`src/rtl/cld_pkg.sv`:
```
`timescale 1ns / 1ps
// ----------------------------------------------------------------------------
// cld_pkg
// Shared types, codes and character constants of the deframer.
// ----------------------------------------------------------------------------
package cld_pkg;

    localparam int unsigned LEN_W    = 24;
    localparam int unsigned ACC_W    = LEN_W + 1;
    localparam int unsigned KEY_LEN  = 15;

    localparam logic [LEN_W-1:0] MAX_LENGTH_RESET = 24'd10485760;
    localparam logic [ACC_W-1:0] ACC_CAP          = 25'd16777216;

    localparam logic [7:0] CHAR_SPACE = 8'h20;
    localparam logic [7:0] CHAR_TAB   = 8'h09;
    localparam logic [7:0] CHAR_PLUS  = 8'h2B;
    localparam logic [7:0] CHAR_MINUS = 8'h2D;
    localparam logic [7:0] CHAR_ZERO  = 8'h30;
    localparam logic [7:0] CHAR_NINE  = 8'h39;
    localparam logic [7:0] CHAR_CR    = 8'h0D;
    localparam logic [7:0] CHAR_LF    = 8'h0A;

    typedef enum logic [1:0] {
        ST_PAYLOAD = 2'd0,
        ST_NO_KEY  = 2'd1,
        ST_RANGE   = 2'd2
    } status_t;

    typedef enum logic [1:0] {
        NP_BEFORE = 2'd0,
        NP_DIGITS = 2'd1,
        NP_DONE   = 2'd2
    } num_phase_t;

    typedef struct packed {
        status_t    status;
        logic [7:0] payload_byte;
        logic       last_byte;
    } result_t;

    // Characters of the key "Content-Length:"
    function automatic logic [7:0] key_char(input logic [3:0] idx);
        logic [7:0] c;
        case (idx)
            4'd0:    c = 8'h43; // C
            4'd1:    c = 8'h6F; // o
            4'd2:    c = 8'h6E; // n
            4'd3:    c = 8'h74; // t
            4'd4:    c = 8'h65; // e
            4'd5:    c = 8'h6E; // n
            4'd6:    c = 8'h74; // t
            4'd7:    c = 8'h2D; // -
            4'd8:    c = 8'h4C; // L
            4'd9:    c = 8'h65; // e
            4'd10:   c = 8'h6E; // n
            4'd11:   c = 8'h67; // g
            4'd12:   c = 8'h74; // t
            4'd13:   c = 8'h68; // h
            4'd14:   c = 8'h3A; // :
            default: c = 8'h00;
        endcase
        return c;
    endfunction

    // Characters of the blank line CR LF CR LF
    function automatic logic [7:0] end_char(input logic [1:0] idx);
        logic [7:0] c;
        case (idx)
            2'd0:    c = CHAR_CR;
            2'd1:    c = CHAR_LF;
            2'd2:    c = CHAR_CR;
            default: c = CHAR_LF;
        endcase
        return c;
    endfunction

endpackage

```
`src/rtl/cld_front.sv`:
```
`timescale 1ns / 1ps
// ----------------------------------------------------------------------------
// cld_front
// Header scanner and body counter; classifies each request and issues at
// most one result into the queue.
// ----------------------------------------------------------------------------
module cld_front
(
    input  logic                      clk,
    input  logic                      rst_n,
    input  logic                      cfg_we,
    input  logic [cld_pkg::LEN_W-1:0] cfg_data,
    input  logic                      accept,
    input  logic [7:0]                data_byte,
    output logic                      push,
    output cld_pkg::result_t          push_data
);

    logic [cld_pkg::LEN_W-1:0] max_length_reg;
    logic                      in_payload_reg, in_payload_next;
    logic [1:0]                end_cnt_reg, end_cnt_next;
    logic [3:0]                key_cnt_reg, key_cnt_next;
    logic                      key_seen_reg, key_seen_next;
    cld_pkg::num_phase_t       phase_reg, phase_next;
    logic                      negative_reg, negative_next;
    logic [cld_pkg::ACC_W-1:0] acc_reg, acc_next;
    logic [cld_pkg::LEN_W-1:0] remain_reg, remain_next;

    logic                      is_digit;
    logic [3:0]                digit_val;
    logic [cld_pkg::ACC_W+3:0] product;
    logic [cld_pkg::ACC_W-1:0] acc_step;
    logic [2:0]                end_cnt_inc;

    assign is_digit  = (data_byte >= cld_pkg::CHAR_ZERO) && (data_byte <= cld_pkg::CHAR_NINE);
    assign digit_val = 4'(data_byte - cld_pkg::CHAR_ZERO);
    // acc * 10 + digit as two shifts and adds
    assign product   = {1'b0, acc_reg, 3'b000} + {3'b000, acc_reg, 1'b0}
                       + {{(cld_pkg::ACC_W){1'b0}}, digit_val};
    assign acc_step  = (product > {4'h0, cld_pkg::ACC_CAP}) ? cld_pkg::ACC_CAP
                                                           : product[cld_pkg::ACC_W-1:0];

    always_ff @(posedge clk or negedge rst_n)
    begin
        if (!rst_n)
        begin
            max_length_reg <= cld_pkg::MAX_LENGTH_RESET;
            in_payload_reg <= 1'b0;
            end_cnt_reg    <= '0;
            key_cnt_reg    <= '0;
            key_seen_reg   <= 1'b0;
            phase_reg      <= cld_pkg::NP_BEFORE;
            negative_reg   <= 1'b0;
            acc_reg        <= '0;
            remain_reg     <= '0;
        end
        else
        begin
            if (cfg_we)
            begin
                max_length_reg <= cfg_data;
            end
            in_payload_reg <= in_payload_next;
            end_cnt_reg    <= end_cnt_next;
            key_cnt_reg    <= key_cnt_next;
            key_seen_reg   <= key_seen_next;
            phase_reg      <= phase_next;
            negative_reg   <= negative_next;
            acc_reg        <= acc_next;
            remain_reg     <= remain_next;
        end
    end

    always_comb
    begin
        in_payload_next = in_payload_reg;
        end_cnt_next    = end_cnt_reg;
        key_cnt_next    = key_cnt_reg;
        key_seen_next   = key_seen_reg;
        phase_next      = phase_reg;
        negative_next   = negative_reg;
        acc_next        = acc_reg;
        remain_next     = remain_reg;
        end_cnt_inc     = '0;
        push            = 1'b0;
        push_data       = '{status: cld_pkg::ST_PAYLOAD, payload_byte: 8'h00, last_byte: 1'b0};

        if (accept)
        begin
            if (in_payload_reg)
            begin
                remain_next = remain_reg - 1'b1;
                push        = 1'b1;
                push_data   = '{status: cld_pkg::ST_PAYLOAD, payload_byte: data_byte,
                                last_byte: (remain_next == '0)};
                if (remain_next == '0)
                begin
                    in_payload_next = 1'b0;
                end
            end
            else
            begin
                if (key_seen_reg)
                begin
                    case (phase_reg)
                        cld_pkg::NP_BEFORE:
                        begin
                            if (data_byte inside {cld_pkg::CHAR_SPACE, cld_pkg::CHAR_TAB})
                            begin
                                phase_next = cld_pkg::NP_BEFORE;
                            end
                            else if (data_byte inside {cld_pkg::CHAR_PLUS, cld_pkg::CHAR_MINUS})
                            begin
                                negative_next = (data_byte == cld_pkg::CHAR_MINUS);
                                phase_next    = cld_pkg::NP_DIGITS;
                            end
                            else if (is_digit)
                            begin
                                phase_next = cld_pkg::NP_DIGITS;
                                acc_next   = acc_step;
                            end
                            else
                            begin
                                phase_next = cld_pkg::NP_DONE;
                            end
                        end
                        cld_pkg::NP_DIGITS:
                        begin
                            if (is_digit)
                            begin
                                acc_next = acc_step;
                            end
                            else
                            begin
                                phase_next = cld_pkg::NP_DONE;
                            end
                        end
                        default:
                        begin
                            phase_next = cld_pkg::NP_DONE;
                        end
                    endcase
                end
                else
                begin
                    if (data_byte == cld_pkg::key_char(key_cnt_reg))
                    begin
                        key_cnt_next = key_cnt_reg + 1'b1;
                    end
                    else
                    begin
                        key_cnt_next = (data_byte == cld_pkg::key_char(4'd0)) ? 4'd1 : 4'd0;
                    end
                    if (key_cnt_next == 4'(cld_pkg::KEY_LEN))
                    begin
                        key_seen_next = 1'b1;
                        key_cnt_next  = '0;
                    end
                end

                if (data_byte == cld_pkg::end_char(end_cnt_reg))
                begin
                    end_cnt_inc = {1'b0, end_cnt_reg} + 3'd1;
                end
                else
                begin
                    end_cnt_inc = (data_byte == cld_pkg::CHAR_CR) ? 3'd1 : 3'd0;
                end
                end_cnt_next = end_cnt_inc[1:0];

                // Header complete: decide between body and an error result
                if (end_cnt_inc[2])
                begin
                    if (!key_seen_next)
                    begin
                        push      = 1'b1;
                        push_data = '{status: cld_pkg::ST_NO_KEY, payload_byte: 8'h00,
                                      last_byte: 1'b1};
                    end
                    else if (negative_next || (acc_next == '0)
                             || (acc_next > {1'b0, max_length_reg}))
                    begin
                        push      = 1'b1;
                        push_data = '{status: cld_pkg::ST_RANGE, payload_byte: 8'h00,
                                      last_byte: 1'b1};
                    end
                    else
                    begin
                        in_payload_next = 1'b1;
                        remain_next     = acc_next[cld_pkg::LEN_W-1:0];
                    end
                    end_cnt_next  = '0;
                    key_cnt_next  = '0;
                    key_seen_next = 1'b0;
                    phase_next    = cld_pkg::NP_BEFORE;
                    negative_next = 1'b0;
                    acc_next      = '0;
                end
            end
        end
    end

endmodule

```
`src/rtl/cld_queue.sv`:
```
`timescale 1ns / 1ps
// ----------------------------------------------------------------------------
// cld_queue
// Short result queue between the scanner and the output stage.
// ----------------------------------------------------------------------------
module cld_queue
#(
    parameter int unsigned DEPTH = 4
)
(
    input  logic             clk,
    input  logic             rst_n,
    input  logic             push,
    input  cld_pkg::result_t push_data,
    input  logic             pop,
    output cld_pkg::result_t head_data,
    output logic             not_empty,
    output logic             full
);

    localparam int unsigned PTR_W = (DEPTH > 1) ? $clog2(DEPTH) : 1;
    localparam int unsigned CNT_W = $clog2(DEPTH + 1);

    cld_pkg::result_t slot_reg [DEPTH];
    logic [PTR_W-1:0] wr_ptr_reg;
    logic [PTR_W-1:0] rd_ptr_reg;
    logic [CNT_W-1:0] count_reg;

    assign head_data = slot_reg[rd_ptr_reg];
    assign not_empty = (count_reg != '0);
    assign full      = (count_reg == CNT_W'(DEPTH));

    always_ff @(posedge clk)
    begin
        if (push)
        begin
            slot_reg[wr_ptr_reg] <= push_data;
        end
    end

    always_ff @(posedge clk or negedge rst_n)
    begin
        if (!rst_n)
        begin
            wr_ptr_reg <= '0;
            rd_ptr_reg <= '0;
            count_reg  <= '0;
        end
        else
        begin
            if (push)
            begin
                wr_ptr_reg <= (wr_ptr_reg == PTR_W'(DEPTH - 1)) ? '0 : wr_ptr_reg + 1'b1;
            end
            if (pop)
            begin
                rd_ptr_reg <= (rd_ptr_reg == PTR_W'(DEPTH - 1)) ? '0 : rd_ptr_reg + 1'b1;
            end
            if (push && !pop)
            begin
                count_reg <= count_reg + 1'b1;
            end
            else if (pop && !push)
            begin
                count_reg <= count_reg - 1'b1;
            end
        end
    end

endmodule

```
`src/rtl/cld_back.sv`:
```
`timescale 1ns / 1ps
// ----------------------------------------------------------------------------
// cld_back
// Output register: take results from the queue and hold them for the sink.
// ----------------------------------------------------------------------------
module cld_back
(
    input  logic             clk,
    input  logic             rst_n,
    input  logic             head_valid,
    input  cld_pkg::result_t head_data,
    output logic             pop,
    output logic             out_valid,
    input  logic             out_ready,
    output cld_pkg::result_t out_data
);

    logic             valid_reg;
    cld_pkg::result_t data_reg;

    // Load when the register is empty or its request leaves this cycle
    assign pop       = head_valid && (!valid_reg || out_ready);
    assign out_valid = valid_reg;
    assign out_data  = data_reg;

    always_ff @(posedge clk or negedge rst_n)
    begin
        if (!rst_n)
        begin
            valid_reg <= 1'b0;
        end
        else if (pop)
        begin
            valid_reg <= 1'b1;
        end
        else if (out_ready)
        begin
            valid_reg <= 1'b0;
        end
    end

    always_ff @(posedge clk)
    begin
        if (pop)
        begin
            data_reg <= head_data;
        end
    end

endmodule

```
`src/rtl/content_length_deframer_unit.sv`:
```
`timescale 1ns / 1ps
// ----------------------------------------------------------------------------
// content_length_deframer_unit
// Content-Length deframer: scan a header for the length key and blank line,
// then pass that many body bytes on, or report one error result.
// ----------------------------------------------------------------------------
//
//   channel  | handshake            | payload
//   ---------+----------------------+---------------------------------------
//   input    | in_valid / in_ready  | data_byte[7:0]
//   output   | out_valid / out_ready| status[1:0], payload_byte[7:0],
//            |                      | last_byte
//   config   | cfg_we (no wait)     | cfg_data[23:0] -> max_length
//
// One input request a cycle while the result queue is not full: the scanner
// updates its state on every byte it takes. A result is written into the
// queue at the edge that takes its byte, then passes the output register.
// Reset clears the header state, the queue and the output register;
// max_length returns to 10485760.
// in_ready drops only when the result queue is full, so a stalled sink
// holds the scanner once QUEUE_DEPTH results wait behind the output register.
// ----------------------------------------------------------------------------
module content_length_deframer_unit
#(
    parameter int unsigned QUEUE_DEPTH = 4
)
(
    input  logic        clk,
    input  logic        rst_n,
    input  logic        cfg_we,
    input  logic [23:0] cfg_data,
    input  logic        in_valid,
    output logic        in_ready,
    input  logic [7:0]  data_byte,
    output logic        out_valid,
    input  logic        out_ready,
    output logic [1:0]  status,
    output logic [7:0]  payload_byte,
    output logic        last_byte
);

    logic             accept;
    logic             push;
    cld_pkg::result_t push_data;
    logic             pop;
    cld_pkg::result_t head_data;
    logic             head_valid;
    logic             queue_full;
    cld_pkg::result_t out_data;

    // Take a byte whenever the queue can absorb any result it causes
    assign in_ready = !queue_full;
    assign accept   = in_valid && in_ready;

    cld_front u_front
    (
        .clk       (clk),
        .rst_n     (rst_n),
        .cfg_we    (cfg_we),
        .cfg_data  (cfg_data),
        .accept    (accept),
        .data_byte (data_byte),
        .push      (push),
        .push_data (push_data)
    );

    cld_queue #(.DEPTH(QUEUE_DEPTH)) u_queue
    (
        .clk       (clk),
        .rst_n     (rst_n),
        .push      (push),
        .push_data (push_data),
        .pop       (pop),
        .head_data (head_data),
        .not_empty (head_valid),
        .full      (queue_full)
    );

    cld_back u_back
    (
        .clk        (clk),
        .rst_n      (rst_n),
        .head_valid (head_valid),
        .head_data  (head_data),
        .pop        (pop),
        .out_valid  (out_valid),
        .out_ready  (out_ready),
        .out_data   (out_data)
    );

    // Break the result out onto its field ports
    assign status       = out_data.status;
    assign payload_byte = out_data.payload_byte;
    assign last_byte    = out_data.last_byte;

endmodule
```
`config.mk`:
```
export PLATFORM = sky130hd
export DESIGN_NAME = content_length_deframer_unit
export DESIGN_NICKNAME = d
export VERILOG_FILES = /design/src/rtl/cld_pkg.sv /design/src/rtl/cld_front.sv /design/src/rtl/cld_queue.sv /design/src/rtl/cld_back.sv /design/src/rtl/content_length_deframer_unit.sv
export SDC_FILE = /design/constraint.sdc
export NUM_CORES = 1
export LEC_CHECK = 0
export ABC_AREA = 0
export BUFFER_PORTS_ARGS = -buffer_cell sky130_fd_sc_hd__buf_2
export CELL_PAD_IN_SITES_DETAIL_PLACEMENT = 1
export CELL_PAD_IN_SITES_GLOBAL_PLACEMENT = 1
export CORE_MARGIN = 1
export CORE_UTILIZATION = 46
export CTS_BUF_LIST = sky130_fd_sc_hd__clkbuf_8
export DETAILED_ROUTE_END_ITERATION = 10
export HOLD_SLACK_MARGIN = 0.1
export PLACE_DENSITY_LB_ADDON = 0.15
export SLEW_MARGIN = 20
export SYNTH_ARGS = -nofsm -noshare
export SYNTH_HDL_FRONTEND = slang
export SYNTH_SLANG_ARGS = --single-unit
```
`constraint.sdc`:
```
create_clock -name clk -period 6.54 [get_ports clk]
set_clock_uncertainty 0.2 [all_clocks]
set_input_delay 0.981 -clock clk [delete_from_list [all_inputs] [get_ports clk]]
set_output_delay 0.981 -clock clk [all_outputs]
set_load 0.005 [all_outputs]
```
Word level (Yosys, flattened, before mapping):

Memories as Yosys holds them, arrays and structs flattened. A register that Yosys moved wholly into a read port is not among the register bits.
Index checks and enable logic that the tools add are counted.

* equality and inequality tests: 17
* order comparisons: 4
* divide/modulo/power cells: 0
* muxes and demuxes: 74
* bitwise operators: 1
* reduce and logical (&&, ||, !) cells: 29
* multiply operators: 0
* $add $sub $neg: 10
* shifts and indexed selects: 0

Operator list (number)
* $mux 25: 8
* $mux 24: 4
* $mux 11: 5
* $pmux 25 s2: 1
* $mux 8: 5
* $add 28x26->29: 1
* $add 29x4->29: 1
* $gt 29x25->1 const B: 1
* $mux 1: 28
* $mux 4: 7
* $gt 25x24->1: 1
* $logic_not 25->1: 1
* $eq 8x6->1 const B: 3
* $logic_not 24->1: 1
* $sub 24x1->24 const B: 1
* $mux 2: 9
* $mux 3: 6
* $eq 8x4->1 const B: 2
* $eq 8x8->1: 2
* $reduce_bool 2->1: 7
* $eq 8x7->1 const B: 1
* $ge 8x6->1 const B: 1
* $le 8x6->1 const B: 1
* $reduce_and 4->1: 2
* other kinds (23): 36

* memories: 2
* bits in latches: 0
* ROM bits: 112
* memory bits (writable): 44
* register bits: 92
* output and inout bits: 13
* bits of input ports: 37

Memories
* (no name shown): words 16, bits a word 7, read ports 1, clocked after Yosys merged registers in 0, wr ports 0, line cld_pkg.sv:45 `case (idx)`
* u_queue.slot_reg: words 4, bits a word 11, read ports 1, clocked after Yosys merged registers in 1, wr ports 1, line cld_queue.sv:24 `cld_pkg::result_t slot_reg [DEPTH];`

Longest topological paths before layout:

* word-level depth: 23
* mapped depth: 32
* gate-level depth less buffers: 30

By module:

Synthesis repeated with hierarchy kept, for this count alone.

* cell total of the unflattened synthesis: 1005
* area total of the unflattened synthesis: 9773.1 um2

By module, submodules not included
* cld_front: times used 1, area an instance 7380.8 um2, cells an instance 894
* cld_queue: times used 1, area an instance 2008.2 um2, cells an instance 94
* cld_back: times used 1, area an instance 374.1 um2, cells an instance 15
* content_length_deframer_unit: times used 1, area an instance 10.0 um2, cells an instance 2

Worst setup path after synthesis:

OpenSTA, ideal clock, no wires.

* path type: input -> register
* from: input port data_byte[3]
* to: register u_queue.count_reg[1]
* slack: -1.023 ns
* stages on the path: 27
* buffers on the path: 0
* data arrival time: 7.239 ns
* setup time: 0.125 ns
* cells stage by stage: inv_1 fa_1 fa_1 nand2b_1 a21oi_1 o2111ai_1 a211oi_1 o211ai_1 a2111o_1 nor4_4 o21ai_0 o21ai_0 ha_1 a21o_1 a21oi_1 o21ai_0 a21oi_1 o21ai_0 a2111o_1 a31oi_1 o211a_1 a21boi_1 o31ai_2 ha_1 inv_1 fa_1 mux2_2

* longest elaborated chain between the ends: 22
* elaborated cells between the ends (all ways): 56
* classes of those cells: 2 x add/sub; 4 x order compare; 8 x eq/ne; 32 x mux; 10 x reduce/logical

RTL lines
* start: declaration: line content_length_deframer_unit.sv:34 `input logic [7:0] data_byte,`
* branches (longest 16 deep; another with $add 29x4->29)
* $mux 1 *: line cld_front.sv:172 `if (end_cnt_inc[2])`
* $mux 1 *: line cld_front.sv:90 `if (in_payload_reg)`
* $mux 1 *: line cld_front.sv:88 `if (accept)`
* net push: line content_length_deframer_unit.sv:43 `logic push;`
* $logic_not 1->1: line cld_queue.sv:63 `else if (pop && !push)`
* $logic_and 1x1->1: line cld_queue.sv:63
* $reduce_bool 2->1 (no source line)
* end signal: assignment: line cld_queue.sv:61 `count_reg <= count_reg + 1'b1;`
* end signal: assignment: line cld_queue.sv:65 `count_reg <= count_reg - 1'b1;`
* end: declaration: line cld_queue.sv:27 `logic [CNT_W-1:0] count_reg;`

Mark *: on every way through the listed nets, which the timed path passes. The select of a mux whose other input is x is not followed.
A chain may end at the register's enable or synchronous reset.

Worst setup path after layout:

Ends and elaborated chain as after synthesis.

==> impl_metrics.csv <==
group,metric,value,unit
floorplanning,die_h,152,µm
critical_path,r2r_slack,-330,ps
place,placed_area,12200,µm²
cts,clk-insertion-delay-late,480,ps
outcome,status,"complete, but fails checks",
pwr,p_per_area,242,nW/µm²
synthesis,synthesis.nets,1197,
final_layout,layout_common_cells,"195 x buf_4, 89 x dfrtp_1, 87 x nand2_1, 84 x ha_1, 69 x o21ai_0",
critical_path,worstPathArrival,7140,ps
grt,grt_pass1_wl,57200,µm
timing,holdWs,133,ps
route,drc,0,
synthesis,synth_area_leaders,"dfrtp_1 22%, edfxtp_1 16%, ha_1 11%",
synthesis,synth_cell_types,83,
cts,cts_inserted_buffers,17,
synthesis,synth-seq-area-share,0.384,
synthesis,netlist_instances,1069,
critical_path,slowest_delay,550,ps
cts,clk_pin_slew_worst_paths,100,ps
critical_path,startpoint,"data_byte[3]",
grt,grt_util_all_layers,0.330,
critical_path,crit_path_start_kind,"input pin",
synthesis,ys_ff_latch,147,
route,firstDrtPassIters,5,
critical_path,cp_max_fo,7,
route,drt_wl_total,36900,µm
floorplanning,coreArea,21900,µm²
timing,finalHoldViolations,0,
pwr,power.leakage,6.10,nW
final_layout,final_layout_size_suffix_gt1_frac,0.292,
floorplanning,fp-row-count,54,
route,vias_per_cell,6.18,
timing,finalSetupViolations,67,
timing,rsz0062_at_grt,"true",
final_layout,antenna_cells,0,
timing,finalCriticalPeriod,6960,ps
synthesis,synth_largest_area_cell,"dfrtp_1",
final_layout,area_growth_syn_to_layout,26.7,%
synthesis,syn-mean-instance-area,9.65,µm²
timing,slew_headroom,0.275,
outcome,violations,"negative setup slack",
route,vias,9819,
critical_path,cpMaxStageDelayCell,"fa_1",
synthesis,synth_flop_cell,"dfrtp_1",
cts,numClockSinks,147,
synthesis,synth_edf_count,55,
pwr,pwr-share-clk,0.230,
grt,grt_max_degree,83,
pwr,p_int,2.00,mW
cts,htree_levels,4,
min_path,worstHoldPathType,"input pin to asynchronous set/reset pin",
place,port_buffers,49,
route,wl_per_cell,23.2,µm
timing,tightestPinTransition,1090,ps
floorplanning,initial_utilization,0.471,
pwr,seq_power_share,0.431,
place,hpwl,26700,µm
route,drt_iter0_drc,603,
cts,cts_tree,"built",
grt,grt-ovfl-total,0,
floorplanning,ios,50,
pwr,irDropWorstVdd,147,µV
floorplanning,dieWidth,152,µm
route,antenna_left,0,
place,gp_congestion,0.898,
synthesis,synth_area,10300,µm²
pwr,p_switching,1.17,mW
synthesis,yosysWarnings,0,
critical_path,required,6720,ps
final_layout,mostFrequentLayoutCell,"buf_4",
timing,fmax,0.144,GHz
synthesis,synth_top_area_frac,0.218,
cts,root_buffer,"clkbuf_8",
final_layout,largest_reg_flops,44,
synthesis,ys_async_sr_fraction,0.626,
grt,antenna_found_initial,0,
timing,fin_ws,-417,ps
critical_path,r2r_start,"u_front.acc_reg[2]$_DFFE_PN0P_",
timing,setup_tns,-13260,ps
final_layout,nets,1423,
grt,grt_pass1_vias,10100,
critical_path,criticalPathCategory,"input pin to flop",
pwr,comb_power_share,0.339,
job,maxCapViolCount,0,
cts,cts_max_path_buffers,2,
final_layout,finalInstanceArea,13100,µm²
floorplanning,die-area,23000,µm²
critical_path,cp-end-kind,"flop",
timing,finalCritPeriodShare,1.06,
timing,drv_slew,0,
pwr,swShare,0.369,
cts,ctsHoldBuffers,0,
## per-layer routing
layer  wire [µm]  GRT usage
met5           0          0
met4        1580      0.156
met2       18100      0.559
met1       15700      0.412
met3        1480     0.0464
## cells in the mapped netlist (all sizes together), types with 27 or more instances
| master | instances |
|---|---|
| dfrtp | 90 |
| nand3 | 40 |
| a22o | 40 |
| edfxtp | 55 |
| clkbuf | 34 |
| nor2 | 62 |
| inv | 59 |
| a21oi | 70 |
| nand2 | 88 |
| ha | 88 |
| o21ai | 86 |
| nor3 | 27 |
## power groups by stage
stage,registers (mW),logic [mW],clock network (mW)
finish,1.36,1.07,0.728
global route,1.40,1.17,0.773
CTS,1.36,1.05,0.730
detailed placement,1.38,0.968,0
global placement,1.36,0.921,0
floorplan,1.30,0.677,0
## worst paths after layout
| kind | to | cells after the start |
|---|---|---|
| worst max register to register | u_queue.count_reg[1]$_DFFE_PN0P_ | 28 |
| max in group asynchronous | u_front.acc_reg[12]$_DFFE_PN0P_ | 2 |
| min in group clk | u_queue.count_reg[2]$_DFFE_PN0P_ | 1 |
| worst max-delay path | u_queue.count_reg[1]$_DFFE_PN0P_ | 29 |
| worst min-delay path | u_front.key_cnt_reg[1]$_DFFE_PN0P_ | 1 |
| worst min register to register | u_queue.count_reg[2]$_DFFE_PN0P_ | 1 |
## critical path, delay by kind of cell
kind                       cells  cell delay (ps)
buffers and inverters          6              580
adders and majority gates      5             1610
and+or+nand+nor                5             1000
AOI/OAI and AO/OA             12             2680
muxes                          1              270
## layout make-up
cell class	count	area, µm²
fill	2509	8820
sequential	147	3960
inverter	60	229
timing repair buffer	257	1920
clock inverter	15	149
tap	280	350
multi-input combinational	812	6230
clock buffer	17	234
## metrics by stage
stage | instances | util | power, mW | setup slack (ps)
floorplan | 1069 | - | 1.98 | -427
global placement | 1526 | 0.556 | 2.28 | -884
detailed placement | 1526 | 0.556 | 2.35 | -1140
CTS | 1581 | 0.589 | 3.14 | -312
global route | 1588 | 0.597 | 3.34 | -570
finish | 1588 | 0.597 | 3.16 | -417
## repair_timing
action | CTS | global route
gates resized for setup | 42 | 30
gates cloned | 4 | 1
endpoints found under the hold margin | 0 | 0
setup buffers | 23 | 7
endpoints found under the setup margin | 78 | 78
pin swaps | 19 | 8
## logic make-up (layout without fill, tap and decap cells)
group | Yosys count | count (layout) | synth area share
AND/OR/NAND/NOR | 340 | 342 | 0.168
AO/OA/AOI/OAI | 320 | 320 | 0.223
flip-flops | 147 | 147 | 0.384
buffers and inverters | 112 | 349 | 0.0448
adder cells (fa/ha/maj) | 92 | 92 | 0.114
multiplexers | 32 | 32 | 0.0456
XOR/XNOR | 26 | 26 | 0.0221
(Power assumes the default switching activity.)
